`src/design/lssl_pkg.sv`:
```
package lssl_pkg;

   localparam int SPEED_W     = 16;
   localparam int THRESH_W    = 15;
   localparam int FAULT_CNT_W = 8;
   localparam int STALL_CNT_W = 12;
   localparam int STREAK_W    = 8;
   localparam int CSR_DATA_W  = 15;
   localparam int REQ_DATA_W  = 40;
   localparam int RSP_DATA_W  = 8;

   localparam logic [FAULT_CNT_W-1:0] FAULT_SAT  = 8'hFF;
   localparam logic [STALL_CNT_W-1:0] STALL_SAT  = 12'hFFF;
   localparam logic [STREAK_W-1:0]    STREAK_SAT = 8'd255;

   // unit steps at each counter width
   localparam logic [SPEED_W-1:0]     SPEED_ONE  = 16'd1;
   localparam logic [FAULT_CNT_W-1:0] FAULT_ONE  = 8'd1;
   localparam logic [STALL_CNT_W-1:0] STALL_ONE  = 12'd1;
   localparam logic [STREAK_W-1:0]    STREAK_ONE = 8'd1;

   // previous direction before any item has been seen
   localparam logic [1:0] DIR_NONE = 2'd3;

   typedef enum logic [2:0] {
      REG_RUN_SPEED      = 3'd0,
      REG_STOP_SPEED     = 3'd1,
      REG_ABNORMAL_SPEED = 3'd2,
      REG_FAULT_DEBOUNCE = 3'd3,
      REG_MOVING_STALL   = 3'd4,
      REG_LIMIT_STALL    = 3'd5,
      REG_STREAK_MIN     = 3'd6
   } csr_index_type;

   typedef enum logic [2:0] {
      PRESET_HOLD_LOW   = 3'd0,
      PRESET_HOLD_HIGH  = 3'd1,
      PRESET_LOWER_SLOW = 3'd2,
      PRESET_LOWER_FAST = 3'd3,
      PRESET_RAISE_SLOW = 3'd4,
      PRESET_RAISE_FAST = 3'd5
   } preset_type;

   localparam logic [THRESH_W-1:0]    RST_RUN_SPEED      = 15'd128;
   localparam logic [THRESH_W-1:0]    RST_STOP_SPEED     = 15'd51;
   localparam logic [THRESH_W-1:0]    RST_ABNORMAL_SPEED = 15'd10240;
   localparam logic [FAULT_CNT_W-1:0] RST_FAULT_DEBOUNCE = 8'd5;
   localparam logic [STALL_CNT_W-1:0] RST_MOVING_STALL   = 12'd20;
   localparam logic [STALL_CNT_W-1:0] RST_LIMIT_STALL    = 12'd50;
   localparam logic [STREAK_W-1:0]    RST_STREAK_MIN     = 8'd3;

   typedef struct packed {
      logic [1:0]             prev_dir;
      logic                   stopped;
      logic                   stopped_dir;
      logic                   running;
      logic                   lower_fast;
      logic                   raise_fast;
      logic [FAULT_CNT_W-1:0] fault_ticks;
      logic [STALL_CNT_W-1:0] moving_ticks;
      logic [STALL_CNT_W-1:0] limit_ticks;
      logic [STREAK_W-1:0]    streak;
   } lift_state_type;

   // two's complement magnitude; -32768 gives 32768, which still fits
   function automatic logic [SPEED_W-1:0] speed_mag(input logic [SPEED_W-1:0] v);
      speed_mag = v[SPEED_W-1] ? (~v + SPEED_ONE) : v;
   endfunction

endpackage

```
`src/design/lift_stall_stop_latch.sv`:
```
// Lift stall/stop latch: one transaction on req_ is one control tick of a two-motor lift and
// gives exactly one transaction on rsp_ with the drive preset for that tick and the latch,
// latched direction and running flags after it. The block takes one tick per clock cycle unless
// rsp_tready stalls the result: the tick sits in an input register, then the whole state update
// (direction change, fault and stall debounce counters, stop latch) runs as combinational
// compares and saturating increments into the result register and the state registers.
// Thresholds and debounce counts are written on the csr_ channel by register index (0..6,
// others ignored; upper data bits are dropped) while no tick is in flight, a rule the user
// must keep as the block does not enforce it; csr_ready is always high. Reset is synchronous
// and restores the default register values and clears all tracking state.
module lift_stall_stop_latch (
   input  logic                               clock,
   input  logic                               reset,
   // tick channel
   input  logic                               req_tvalid,
   output logic                               req_tready,
   // [0] direction, [1] fast_request, [17:2] left_speed, [33:18] right_speed,
   // [34] left_fault, [35] right_fault, [39:36] zero
   input  logic [lssl_pkg::REQ_DATA_W-1:0]    req_tdata,
   // result channel
   output logic                               rsp_tvalid,
   input  logic                               rsp_tready,
   // [2:0] drive_preset, [3] stop_latched, [4] latched_direction, [5] motion_seen,
   // [7:6] zero
   output logic [lssl_pkg::RSP_DATA_W-1:0]    rsp_tdata,
   // register write channel
   input  logic                               csr_valid,
   output logic                               csr_ready,
   input  logic [2:0]                         csr_index,
   input  logic [lssl_pkg::CSR_DATA_W-1:0]    csr_data
);

   // configuration registers
   logic [lssl_pkg::THRESH_W-1:0]    run_thresh_ff;
   logic [lssl_pkg::THRESH_W-1:0]    stop_thresh_ff;
   logic [lssl_pkg::THRESH_W-1:0]    abnormal_thresh_ff;
   logic [lssl_pkg::FAULT_CNT_W-1:0] fault_debounce_ff;
   logic [lssl_pkg::STALL_CNT_W-1:0] moving_count_ff;
   logic [lssl_pkg::STALL_CNT_W-1:0] limit_count_ff;
   logic [lssl_pkg::STREAK_W-1:0]    streak_min_ff;

   // input register stage
   logic                             in_valid_ff;
   logic [lssl_pkg::REQ_DATA_W-1:0]  in_data_ff;

   // result register stage
   logic                             out_valid_ff;
   logic [lssl_pkg::RSP_DATA_W-1:0]  out_data_ff;
   logic [lssl_pkg::RSP_DATA_W-1:0]  out_data_in;

   lssl_pkg::lift_state_type         state_ff;
   lssl_pkg::lift_state_type         state_in;

   logic advance;
   logic req_fire;

   // the tick in the input register moves on when the result register is free or draining
   assign advance    = in_valid_ff && (!out_valid_ff || rsp_tready);
   assign req_tready = !in_valid_ff || advance;
   assign req_fire   = req_tvalid && req_tready;

   assign rsp_tvalid = out_valid_ff;
   assign rsp_tdata  = out_data_ff;
   assign csr_ready  = 1'b1;

   // configuration writes, truncated to each register's width
   always_ff @(posedge clock) begin
      if (reset) begin
         run_thresh_ff      <= lssl_pkg::RST_RUN_SPEED;
         stop_thresh_ff     <= lssl_pkg::RST_STOP_SPEED;
         abnormal_thresh_ff <= lssl_pkg::RST_ABNORMAL_SPEED;
         fault_debounce_ff  <= lssl_pkg::RST_FAULT_DEBOUNCE;
         moving_count_ff    <= lssl_pkg::RST_MOVING_STALL;
         limit_count_ff     <= lssl_pkg::RST_LIMIT_STALL;
         streak_min_ff      <= lssl_pkg::RST_STREAK_MIN;
      end else if (csr_valid) begin
         case (csr_index)
            lssl_pkg::REG_RUN_SPEED:      run_thresh_ff      <= csr_data;
            lssl_pkg::REG_STOP_SPEED:     stop_thresh_ff     <= csr_data;
            lssl_pkg::REG_ABNORMAL_SPEED: abnormal_thresh_ff <= csr_data;
            lssl_pkg::REG_FAULT_DEBOUNCE:
               fault_debounce_ff <= csr_data[lssl_pkg::FAULT_CNT_W-1:0];
            lssl_pkg::REG_MOVING_STALL:
               moving_count_ff <= csr_data[lssl_pkg::STALL_CNT_W-1:0];
            lssl_pkg::REG_LIMIT_STALL:
               limit_count_ff <= csr_data[lssl_pkg::STALL_CNT_W-1:0];
            lssl_pkg::REG_STREAK_MIN:
               streak_min_ff <= csr_data[lssl_pkg::STREAK_W-1:0];
            default: ; // unused index, write ignored
         endcase
      end
   end

   // unpacked fields of the registered tick
   logic                          dir;
   logic                          fast_req;
   logic [lssl_pkg::SPEED_W-1:0]  left_mag;
   logic [lssl_pkg::SPEED_W-1:0]  right_mag;
   logic                          fault;
   logic [lssl_pkg::SPEED_W-1:0]  run_ext;
   logic [lssl_pkg::SPEED_W-1:0]  stop_ext;
   logic [lssl_pkg::SPEED_W-1:0]  abnormal_ext;
   logic                          stall;
   logic                          debounced;
   lssl_pkg::preset_type          preset;

   assign dir       = in_data_ff[0];
   assign fast_req  = in_data_ff[1];
   assign left_mag  = lssl_pkg::speed_mag(in_data_ff[17:2]);
   assign right_mag = lssl_pkg::speed_mag(in_data_ff[33:18]);
   assign fault     = in_data_ff[34] | in_data_ff[35];

   assign run_ext      = {1'b0, run_thresh_ff};
   assign stop_ext     = {1'b0, stop_thresh_ff};
   assign abnormal_ext = {1'b0, abnormal_thresh_ff};

   // near-zero or implausibly fast on either motor
   assign stall = (left_mag > abnormal_ext) || (left_mag < stop_ext) ||
                  (right_mag > abnormal_ext) || (right_mag < stop_ext);

   // one tick of state update
   always_comb begin
      state_in  = state_ff;
      debounced = 1'b0;

      // sticky fast flag, recorded even while latched
      if (fast_req) begin
         if (dir) state_in.raise_fast = 1'b1;
         else     state_in.lower_fast = 1'b1;
      end

      // direction change releases the latch and restarts stall tracking
      if ({1'b0, dir} != state_ff.prev_dir) begin
         state_in.prev_dir     = {1'b0, dir};
         state_in.stopped      = 1'b0;
         state_in.running      = 1'b0;
         state_in.moving_ticks = '0;
         state_in.limit_ticks  = '0;
         state_in.streak       = '0;
      end

      // preset is picked before this tick's latch check
      if (state_in.stopped) begin
         preset = state_in.stopped_dir ? lssl_pkg::PRESET_HOLD_HIGH
                                       : lssl_pkg::PRESET_HOLD_LOW;
      end else if (dir) begin
         preset = state_in.raise_fast ? lssl_pkg::PRESET_RAISE_FAST
                                      : lssl_pkg::PRESET_RAISE_SLOW;
      end else begin
         preset = state_in.lower_fast ? lssl_pkg::PRESET_LOWER_FAST
                                      : lssl_pkg::PRESET_LOWER_SLOW;
      end

      if (!state_in.stopped) begin
         if (fault) begin
            // fault debounce; stall logic skipped on a fault tick
            if (state_in.fault_ticks < lssl_pkg::FAULT_SAT)
               state_in.fault_ticks = state_in.fault_ticks + lssl_pkg::FAULT_ONE;
            debounced = state_in.fault_ticks >= fault_debounce_ff;
         end else begin
            state_in.fault_ticks = '0;
            if (left_mag > run_ext || right_mag > run_ext)
               state_in.running = 1'b1;
            if (!stall) begin
               state_in.streak = '0;
               if (!state_in.running) begin
                  state_in.moving_ticks = '0;
                  state_in.limit_ticks  = '0;
               end
            end else begin
               if (state_in.running) begin
                  if (state_in.moving_ticks < lssl_pkg::STALL_SAT)
                     state_in.moving_ticks = state_in.moving_ticks + lssl_pkg::STALL_ONE;
                  debounced = state_in.moving_ticks >= moving_count_ff;
               end else begin
                  if (state_in.limit_ticks < lssl_pkg::STALL_SAT)
                     state_in.limit_ticks = state_in.limit_ticks + lssl_pkg::STALL_ONE;
                  debounced = state_in.limit_ticks >= limit_count_ff;
               end
               // debounced stall must also persist for the streak length
               if (debounced) begin
                  if (state_in.streak < lssl_pkg::STREAK_SAT)
                     state_in.streak = state_in.streak + lssl_pkg::STREAK_ONE;
                  debounced = state_in.streak >= streak_min_ff;
               end
            end
         end

         // stop latch: record direction, drop fast flags, clear all counters
         if (debounced) begin
            state_in.stopped      = 1'b1;
            state_in.stopped_dir  = dir;
            state_in.lower_fast   = 1'b0;
            state_in.raise_fast   = 1'b0;
            state_in.running      = 1'b0;
            state_in.fault_ticks  = '0;
            state_in.moving_ticks = '0;
            state_in.limit_ticks  = '0;
            state_in.streak       = '0;
         end
      end

      out_data_in = {2'b00, state_in.running, state_in.stopped_dir,
                     state_in.stopped, preset};
   end

   always_ff @(posedge clock) begin
      if (reset) begin
         in_valid_ff  <= 1'b0;
         out_valid_ff <= 1'b0;
         // previous direction sits in the top bits, everything else clears
         state_ff     <= {lssl_pkg::DIR_NONE,
                          {($bits(lssl_pkg::lift_state_type)-2){1'b0}}};
      end else begin
         if (req_tready)
            in_valid_ff <= req_tvalid;
         if (advance) begin
            out_valid_ff <= 1'b1;
            state_ff     <= state_in;
         end else if (rsp_tready) begin
            out_valid_ff <= 1'b0;
         end
      end
   end

   // payload registers
   always_ff @(posedge clock) begin
      if (req_fire)
         in_data_ff <= req_tdata;
      if (advance)
         out_data_ff <= out_data_in;
   end

`ifndef SYNTHESIS
   // a latched stop never coexists with a running flag
   a_stop_not_running: assert property (@(posedge clock) disable iff (reset)
      state_ff.stopped |-> !state_ff.running)
      else $error("stop latched while running flag set");

   // all debounce counters stay cleared while the latch holds
   a_stop_counters_clear: assert property (@(posedge clock) disable iff (reset)
      state_ff.stopped |-> (state_ff.fault_ticks == '0 && state_ff.moving_ticks == '0 &&
                            state_ff.limit_ticks == '0 && state_ff.streak == '0))
      else $error("counter nonzero while stop latched");

   // a tick waiting behind a stalled result is kept
   a_input_held: assert property (@(posedge clock) disable iff (reset)
      (in_valid_ff && out_valid_ff && !rsp_tready) |=> in_valid_ff)
      else $error("pending tick dropped under backpressure");

   // once a tick is processed a real direction is recorded
   a_dir_recorded: assert property (@(posedge clock) disable iff (reset)
      advance |=> !state_ff.prev_dir[1])
      else $error("previous direction not recorded");
`endif

endmodule
```
`config.mk`:
```
export PLATFORM = sky130hd
export DESIGN_NAME = lift_stall_stop_latch
export DESIGN_NICKNAME = d
export VERILOG_FILES = /design/src/design/lssl_pkg.sv /design/src/design/lift_stall_stop_latch.sv
export SDC_FILE = /design/constraint.sdc
export NUM_CORES = 1
export LEC_CHECK = 0
export BUFFER_PORTS_ARGS = -buffer_cell sky130_fd_sc_hd__buf_2
export CELL_PAD_IN_SITES_DETAIL_PLACEMENT = 1
export CELL_PAD_IN_SITES_GLOBAL_PLACEMENT = 2
export CORE_UTILIZATION = 25
export DETAILED_ROUTE_END_ITERATION = 16
export PLACE_DENSITY = 0.58
export SETUP_SLACK_MARGIN = 0.4
export SLEW_MARGIN = 20
export SYNTH_ARGS = -nofsm -noshare
export SYNTH_HDL_FRONTEND = slang
export SYNTH_SLANG_ARGS = --single-unit
```
`constraint.sdc`:
```
create_clock -name clock -period 16 [get_ports clock]
set_input_delay 1.6 -clock clock [delete_from_list [all_inputs] [get_ports clock]]
set_output_delay 1.6 -clock clock [all_outputs]
set_load 0.03 [all_outputs]
```
Yosys cells after proc, flatten, opt, wreduce, memory -nomap -nowiden
Cells that the tools add are included.
Operators by class
  eq/ne operators: 7
  order comparisons: 14
  divide/modulo/power cells: 0
  shift operators: 0
  add/subtract/negate cells: 6
  multipliers: 0
  reduce and logical (&&, ||, !) cells: 21
  multiplexer cells: 54
  bitwise gates (word level): 4
Operators by type and width (count)
  2-to-1 mux 12 bit: 12
  2-to-1 mux 32 bit: 3
  2-to-1 mux 45 bit: 2
  2-to-1 mux 8 bit: 10
  > comparator 16 x 15 -> 1 bit: 4
  adder 16 x 1 -> 16 bit (second input constant): 2
  less-than comparator 16 x 15 -> 1 bit: 2
  2-to-1 mux 16 bit: 2
  inverter 16 bit: 2
  adder 12 x 1 -> 12 bit (second input constant): 2
  greater-or-equal comparator 12 bit: 2
  less-than comparator 12 bit (second input constant): 2
  2-to-1 mux 24 bit: 1
  2-to-1 mux 1 bit: 21
  AND reduction 2 bit: 9
  adder 8 x 1 -> 8 bit (second input constant): 2
  greater-or-equal comparator 8 bit: 2
  less-than comparator 8 bit (second input constant): 2
  equality test 3 bit (second input constant): 3
  equality test 3 x 2 -> 1 bit (second input constant): 2
  logical OR 1 bit: 6
  2-to-1 mux 3 bit: 2
  equality test 3 x 1 -> 1 bit (second input constant): 1
  logical NOT 3 bit: 1
  other kinds (7): 9
Storage, ports and cells
  logic and storage cells: 127
  latch bits: 0
  flip-flop bits (word level): 176
  memories: 0
  output and inout bits: 11
  memory bits (writable): 0
  ROM bits: 0

Logic depth before layout (Yosys ltp)
Gate-level depths: netlist of run 1.
  depth after elaboration: 28
  depth in mapped cells: 24

Least setup slack after synthesis of run 1
Ideal clock, no wire load.
  path kind: register to register
  from: reg in_data_ff[0] in the netlist's numbering
  to: reg out_data_ff, in the netlist rsp_tdata[4], data pin
  arrival time: 4810 ps
  period minus slack after synthesis: 5072 ps
  path buffers: 2
  cell stages (with the launch flop): 23
  setup slack: 10928 ps
  cell sequence: edfxtp_1 xor2_1 nor2_1 clkbuf_1 and2_1 clkbuf_1 ha_1 nand2_1 or3_1 nor3_2 nor2_1 nand3_1 xor2_1 nor2_1 ha_1 a221oi_1 a31oi_1 a211oi_1 nand3_1 and4_4 nor2_8 a21oi_1 mux2_1
Between the ends
  cells in the longest elaborated chain, start to end: 19
Ends and longest elaborated chain
  start, declared: line lift_stall_stop_latch.sv:44  | logic [lssl_pkg::REQ_DATA_W-1:0] in_data_ff;
  start signal, assigned: line lift_stall_stop_latch.sv:229  | in_data_ff <= req_tdata;
  inequality test 1 x 2 -> 1 bit: line lift_stall_stop_latch.sv:133  | if ({1'b0, dir} != state_ff.prev_dir) begin
  2-to-1 mux 32 bit: line lift_stall_stop_latch.sv:133
  adder 12 x 1 -> 12 bit (tied with other cells): line lift_stall_stop_latch.sv:177  | state_in.limit_ticks = state_in.limit_ticks + lssl_pkg::STALL_ONE;
  2-to-1 mux 12 bit, on equally long branches: line lift_stall_stop_latch.sv:176, lift_stall_stop_latch.sv:172
  2-to-1 mux 12 bit: line lift_stall_stop_latch.sv:171  | if (state_in.running) begin
  2-to-1 mux 12 bit: line lift_stall_stop_latch.sv:164  | if (!stall) begin
  2-to-1 mux 12 bit: line lift_stall_stop_latch.sv:155  | if (fault) begin
  2-to-1 mux 12 bit: line lift_stall_stop_latch.sv:154  | if (!state_in.stopped) begin
  [4 not listed]
  2-to-1 mux 1 bit: line lift_stall_stop_latch.sv:154
  2-to-1 mux 1 bit: line lift_stall_stop_latch.sv:181  | if (debounced) begin
  2-to-1 mux 1 bit: line lift_stall_stop_latch.sv:164
  2-to-1 mux 1 bit: line lift_stall_stop_latch.sv:155
  2-to-1 mux 1 bit: line lift_stall_stop_latch.sv:154
  2-to-1 mux 45 bit: line lift_stall_stop_latch.sv:190  | if (debounced) begin
  2-to-1 mux 45 bit (*): line lift_stall_stop_latch.sv:154
  via out_data_in (one bit): line lift_stall_stop_latch.sv:49  | logic [lssl_pkg::RSP_DATA_W-1:0] out_data_in;
  end signal, assigned: line lift_stall_stop_latch.sv:231  | out_data_ff <= out_data_in;
  end, declared: line lift_stall_stop_latch.sv:48  | logic [lssl_pkg::RSP_DATA_W-1:0] out_data_ff;
The timed path passes the listed nets; every way through them passes the cells marked *. The select of a mux whose other input is x is not followed.
A chain may end at the register's enable or synchronous reset.

Worst setup path after layout of run 1
  from: reg in_data_ff[0] in the netlist's numbering
  to: reg state_ff[27] in the netlist's numbering
Between the ends
  cells in the longest elaborated chain, start to end: 19
Ends and longest elaborated chain
  inequality test 1 x 2 -> 1 bit (*): line lift_stall_stop_latch.sv:133
  2-to-1 mux 32 bit: line lift_stall_stop_latch.sv:133
  adder 12 x 1 -> 12 bit (tied with other cells): line lift_stall_stop_latch.sv:177
  2-to-1 mux 12 bit, on equally long branches: line lift_stall_stop_latch.sv:176, lift_stall_stop_latch.sv:172
  2-to-1 mux 12 bit: line lift_stall_stop_latch.sv:171
  2-to-1 mux 12 bit: line lift_stall_stop_latch.sv:164
  2-to-1 mux 12 bit: line lift_stall_stop_latch.sv:155
  2-to-1 mux 12 bit: line lift_stall_stop_latch.sv:154
  [3 not listed]
  2-to-1 mux 1 bit: line lift_stall_stop_latch.sv:155
  2-to-1 mux 1 bit: line lift_stall_stop_latch.sv:154
  2-to-1 mux 1 bit: line lift_stall_stop_latch.sv:181
  2-to-1 mux 1 bit: line lift_stall_stop_latch.sv:164
  2-to-1 mux 1 bit: line lift_stall_stop_latch.sv:155
  2-to-1 mux 1 bit: line lift_stall_stop_latch.sv:154
  2-to-1 mux 45 bit: line lift_stall_stop_latch.sv:190
  2-to-1 mux 45 bit (*): line lift_stall_stop_latch.sv:154
  end signal, assigned: line lift_stall_stop_latch.sv:212  | state_ff <= {lssl_pkg::DIR_NONE,
  end signal, assigned: line lift_stall_stop_latch.sv:219  | state_ff <= state_in;
  end, declared: line lift_stall_stop_latch.sv:51  | lssl_pkg::lift_state_type state_ff;
Every way passes the cells marked *; elsewhere a longest branch is shown, timed or not. The select of a mux whose other input is x is not followed.

==> reports/results.ini, run 1 <==
[place]
dpl_cell_area_um2 = 12100
gp_congestion = 0.745
place.detailed.hpwl_um = 27100
portBuffers = 66

[timing]
finalSetupViolCount = 0
relSlewSlack = 0.324
period_share = 0.397
holdWs_ns = 0.452
hold_violations = 0
rsz0062_at_grt = no
tns_ns = 0
skew_ns = 0.0113
period_minus_slack_ns = 6.36
worst_slew_pin_slew_ns = 1.00
clock.fmax_ghz = 0.157
drv_slew = 0

[layout]
finalNetCount = 1571
stdcell_area_um2 = 12600
regArea_um2 = 3940
multi_input_area_um2 = 6630
syn2layout_area_growth_pct = 13.5
final_core_util = 0.290
antenna_cells = 0
nFillCells = 5135
drive_gt1_frac = 0.0966

[status]
outcome = complete, no violations

[die]
io_pins = 74
die_w_um = 213
coreArea_um2 = 43500
die_h_um = 213
dieArea_um2 = 45300
num_rows = 76
start_util = 0.256

[detailed_routing]
wl_met2_um = 18100
dr.max_layer_used = met4
drt_iter0_drc = 360
antenna_left = 0
avgViaCountPerCell = 4.81
routed_wl_um = 35600
routedWlPerCell_um = 18.0
drc = 0
wl_met3_um = 688
dr.pass1.iters = 4
vias = 9486
wl_met1_um = 16300

[cts]
htreeDepth = 4
ctsLongestPathBuffers = 2
cts_resized = 0
cts.sinks = 176
postCtsSetupBuffers = 0
cts_tree = done
cts_buffers = 17
clk_pin_slew_ns = 0.07
clk_latency_ns = 0.47
cts-root-buf = clkbuf_16
hold_buffers = 0

[worst_setup_path]
arrival_ns = 6.73
critPathMaxFanout = 34
path_cells = xor2_1, nor2_2, buf_4, nand2_1, inv_1, ha_1, and3_1, and3_1, and3_1, nand4_1, nand4_1, o21ai_0, a21oi_1, ha_1, a21o_1, a21o_1, a21oi_1, o21ai_0, a21o_1, and4_4, nor2_8, nand2_2, o41ai_2
end_kind = flip-flop
max_stage_delay_ns = 0.54
critical_path.slowest_cell = nand4_1
cp.required_ns = 16.37
start_kind = flip-flop
criticalPathCategory = reg -> reg

[synth]
syn_area_um2 = 11100
ys.flop_type = dfxtp_1
synth_area_per_cell_um2 = 8.39
synth_enable_flop_cells = 42
async_reset_ff_frac = 0
netlist_instances = 1324
yosysWarnings = 0
synth-seq-cells = 176
seq_area_frac_synth = 0.355
ys_types = 81

[grt]
grt_max_degree = 78
grt_pass1_wl_um = 55700
track_usage = 0.165
gr-total-overflow = 0
grt_pass1_vias = 9856
antenna_found_initial = 1

[pwr]
power.total_uw = 1060
power.density_nw_per_um2 = 84.4
power.leakage_uw = 0.00480
ir_worst_vdd_mv = 0.0604

[run]
maxCapViolCount = 0

[hold_path]
hold_path.class = reg -> reg

==> layout make-up <==
type,count,area share
Inverter,91,0.0271
Tap cell,585,0.0580
Timing Repair Buffer,78,0.0335
Sequential cell,176,0.313
Clock inverter,9,0.00674
Multi-Input combinational cell,1010,0.525
Clock buffer,23,0.0367
==> sequential cells by signal, indices dropped and copies added (netlist names) <==
| signal | flops |
|---|---|
| state_ff | 47 |
| in_valid_ff | 1 |
| in_data_ff | 36 |
| abnormal_thresh_ff | 15 |
| fault_debounce_ff | 8 |
| rsp_tdata | 6 |
| limit_count_ff | 12 |
| moving_count_ff | 12 |
| run_thresh_ff | 15 |
| stop_thresh_ff | 15 |
| streak_min_ff | 8 |
| rsp_tvalid | 1 |
==> Yosys cell counts (10+ instances only) <==
master	count	area (µm²)
a211o_1	11	96.3
a21o_1	16	120
a21oi_1	131	656
a22o_1	23	201
and3_1	18	113
clkbuf_1	34	128
dfxtp_1	134	2680
edfxtp_1	42	1260
ha_1	134	1680
inv_1	91	342
nand2_1	239	897
nand2b_1	16	100
nand3_1	43	215
nand4_1	23	144
nor2_1	76	285
nor2b_1	12	75.1
nor3_1	14	70.1
o21ai_0	39	195
o21ai_1	15	75.1
o31ai_1	10	75.1
xnor2_1	40	350
xor2_1	13	114
==> critical path, delay by kind of cell, from the launching register on <==
kind / cells / cell delay, ns
AND/OR/NAND/NOR: 10 / 2.70
AO/OA/AOI/OAI: 8 / 1.85
buffers and inverters: 2 / 0.51
flip-flops: 1 / 0.50
adder cells (fa/ha/maj): 2 / 0.47
XOR/XNOR: 1 / 0.20
==> kinds of logic (layout without fill, tap and decap cells) <==
family / count (synthesis) / count (layout) / share of synthesized area
xor+xnor: 53 / 53 / 0.0418
buf+inv: 139 / 201 / 0.0498
other cells: 2 / 3 / 0.000676
simple gates: 498 / 498 / 0.213
fa+ha+maj: 134 / 134 / 0.151
flops: 176 / 176 / 0.355
mux: 6 / 6 / 0.00585
compound gates: 316 / 316 / 0.183
==> report_power, final <==
part	internal [µW]	switching (µW)	total, µW
clock	220	192	412
sequential	469	9.49	478
combinational	61.9	112	174
==> metrics by stage <==
| stage | cells | setup slack [ns] |
|---|---|---|
| after detailed placement | 1940 | 9.68 |
| final | 1972 | 9.64 |
| after global placement | 1940 | 9.65 |
| after CTS | 1972 | 9.62 |
| after global routing | 1972 | 9.26 |
| after floorplan | 1325 | 10.93 |
==> path summary, 6_finish.rpt <==
kind,startpoint,end,slack [ns],cells after the start
hold / removal,state_ff[9],state_ff[9],0.45,2
hold reg to reg,state_ff[9],state_ff[9],0.45,2
setup / recovery,in_data_ff[0],state_ff[27],9.64,23
setup reg to reg,in_data_ff[0],state_ff[27],9.64,23
==> routing by layer <==
| metal | vias up | GRT usage |
|---|---|---|
| li1 | 4783 | - |
| met1 | 4592 | 0.199 |
| met2 | 83 | 0.297 |
| met3 | 28 | 0.0282 |
| met4 | 0 | 0.0437 |
| met5 | - | 0 |
==> cell usage in the layout (no fill, tap or decap), types with 15 or more instances in the layout <==
master / netlist / routed
edfxtp_1: 42 / 42
a21oi_1: 131 / 131
nand3_1: 43 / 43
nor2_1: 76 / 75
nand4_1: 23 / 23
a22o_1: 23 / 23
ha_1: 134 / 134
dfxtp_1: 134 / 134
o21ai_1: 15 / 15
a21o_1: 16 / 16
nand2_1: 239 / 239
clkbuf_16: 0 / 17
xnor2_1: 40 / 40
and3_1: 18 / 18
buf_2: 4 / 65
o21ai_0: 39 / 39
nand2b_1: 16 / 16
inv_1: 91 / 91
(Power assumes the default switching activity.)
==> run 2: changes to the inputs <==
- PLACE_DENSITY: 0.58 -> 0.61
- clock period: 16 -> 5.82 ns (I/O delays scaled with it)
==> run 2 against run 1 <==
Clock power rose to 3.0 times the previous value. Wire length down 1.2%. Maximum frequency up 26%. Via count up 0.73%. Combinational power rose to 2.8 times the previous value. Total power rose to 2.8 times the previous value. Die area unchanged. Critical path type unchanged.
==> reports/results.ini, run 2 (synthesis gave the netlist of run 1 again) <==
[detailed_routing]
antenna_left = 0  ; unchanged
routed_wl_um = 35100  ; -1.2%
drt_iter0_drc = 363  ; +0.83%
routedWlPerCell_um = 17.6  ; -2.2%
drc = 0  ; unchanged
vias = 9555  ; +0.73%
dr.pass1.iters = 4  ; unchanged
avgViaCountPerCell = 4.80  ; -0.23%

[layout]
final_cell_mix = 239 x nand2_1, 134 x ha_1, 134 x dfxtp_1
largest_register_ffs = 47  ; unchanged
syn2layout_area_growth_pct = 15.7
drive_gt1_frac = 0.112  ; +0.0151
regMostFlops = state_ff
nFillCells = 5157  ; +0.43%
reg.largest.list = state_ff (47), in_data_ff (36)
finalNetCount = 1590  ; +1.2%
stdcell_area_um2 = 12900  ; +1.9%
antenna_cells = 0  ; unchanged
mostFrequentLayoutCell = nand2_1

[worst_setup_path]
cp.required_ns = 6.02  ; -10.35 ns
critPathMaxFanout = 10  ; -71%
start_kind = flip-flop
crit_buf_inv = 1  ; -1
rrSetupSlack_ns = 0.79  ; -8.85 ns
max_stage_delay_ns = 0.47  ; -0.07 ns
criticalPathCategory = reg -> reg
end_kind = flip-flop
crit_family = simple AND/OR/NAND/NOR gates
arrival_ns = 5.23  ; -1.50 ns
path_cells = xor2_4, nor2_4, nand2_1, inv_1, ha_1, and3_1, and3_1, and3_1, nand4_1, nand4_1, or3_1, a21oi_2, ha_1, a21o_1, a21o_1, a21oi_1, o21ai_1, a21o_1, and4_4, nor2_8, a21oi_1, mux2_1
critical_path.slowest_cell = edfxtp_1

[die]
die_w_um = 213  ; unchanged
num_rows = 76  ; unchanged
start_util = 0.256  ; unchanged
coreArea_um2 = 43500  ; unchanged
die_h_um = 213  ; unchanged
io_pins = 74  ; unchanged
dieArea_um2 = 45300  ; unchanged

[status]
outcome = complete, no violations

[grt]
met2_usage = 0.286  ; -0.0115
gr-total-overflow = 0  ; unchanged
antenna_found_initial = 0  ; -1
grt_max_degree = 89  ; +14%
grt_pass1_wl_um = 55700  ; about the same
met1_usage = 0.205  ; +0.00570
grt_pass1_vias = 9903  ; +0.48%
met3_usage = 0.0285  ; +0.000294
grt_busiest_layer = met2
track_usage = 0.163  ; -0.00172

[timing]
skew_ns = 0.0122  ; +0.000813 ns
period_minus_slack_ns = 5.03  ; -1.33 ns
hold_violations = 0  ; unchanged
period_share = 0.864  ; +0.467
worst_slew_pin_slew_ns = 1.04  ; +0.0423 ns
clock.fmax_ghz = 0.199  ; +26%
relSlewSlack = 0.304  ; -0.0195
rsz0062_at_grt = no
finalSetupViolCount = 0  ; unchanged
tns_ns = 0  ; unchanged
drv_slew = 0  ; unchanged

[cts]
ctsLongestPathBuffers = 2  ; unchanged
clk_latency_ns = 0.45  ; -0.02 ns
cts-root-buf = clkbuf_16
cts.sinks = 176  ; unchanged
cts_buffers = 17  ; unchanged
clk_pin_slew_ns = 0.07  ; about the same
htreeDepth = 4  ; unchanged
cts_tree = done

[place]
dpl_cell_area_um2 = 12200  ; +0.81%
portBuffers = 66  ; unchanged
place.detailed.hpwl_um = 27200  ; about the same
gp_congestion = 0.763  ; +2.5%

[run]
maxCapViolCount = 0  ; unchanged

[hold_path]
hold_path.class = in -> reg

[pwr]
power.density_nw_per_um2 = 235  ; +180%
power.leakage_uw = 0.00495  ; +3.1%
ir_worst_vdd_mv = 0.233  ; +290%

run 2: worst paths after layout:
kind | startpoint | to | cells past startpoint
max | in_data_ff[0] | rsp_tdata[4] | 22
min | req_tdata[12] | in_data_ff[12] | 1
max reg2reg | in_data_ff[0] | rsp_tdata[4] | 22
min reg2reg | state_ff[9] | state_ff[9] | 2
run 2: layer usage:
| layer | wire, µm | part of all wire |
|---|---|---|
| met2 | 17200 | 0.49 |
| met1 | 16700 | 0.48 |
| met5 | 0 | 0 |
| met4 | 480 | 0.014 |
| met3 | 738 | 0.021 |
run 2: timing repair:
item | 4_1_cts | 5_1_grt
hold endpoints to repair | 0 | 0
endpoints found under the setup margin | 0 | 36
hold buffers | 0 | 0
buffers inserted | 0 | 5
resized for setup | 0 | 8
run 2: final cells by class:
| class | instances | area [µm²] | area share |
|---|---|---|---|
| tap | 585 | 732 | 0.0569 |
| timing repair buffer | 96 | 562 | 0.0437 |
| inverter | 91 | 342 | 0.0266 |
| multi-input combinational | 1011 | 6670 | 0.519 |
| clock buffer | 21 | 483 | 0.0376 |
| clock inverter | 11 | 128 | 0.00992 |
| sequential | 176 | 3940 | 0.307 |
run 2: where the power goes:
part           switching [µW]  internal [µW]  total [µW]
Combinational             308            177         485
Sequential               28.0           1290        1320
Clock                     530            687        1220
run 2: through the flow:
stage,instances,hold slack (ns),total power (µW),setup slack [ns],util
after global routing,1991,0.269,3190,0.404,0.296
final,1991,0.305,3020,0.790,0.296
after floorplan,1325,0.423,1650,0.748,-
after global placement,1953,0.432,1820,0.470,0.280
after CTS,1985,0.273,3070,0.416,0.294
after detailed placement,1953,0.441,1830,0.470,0.280
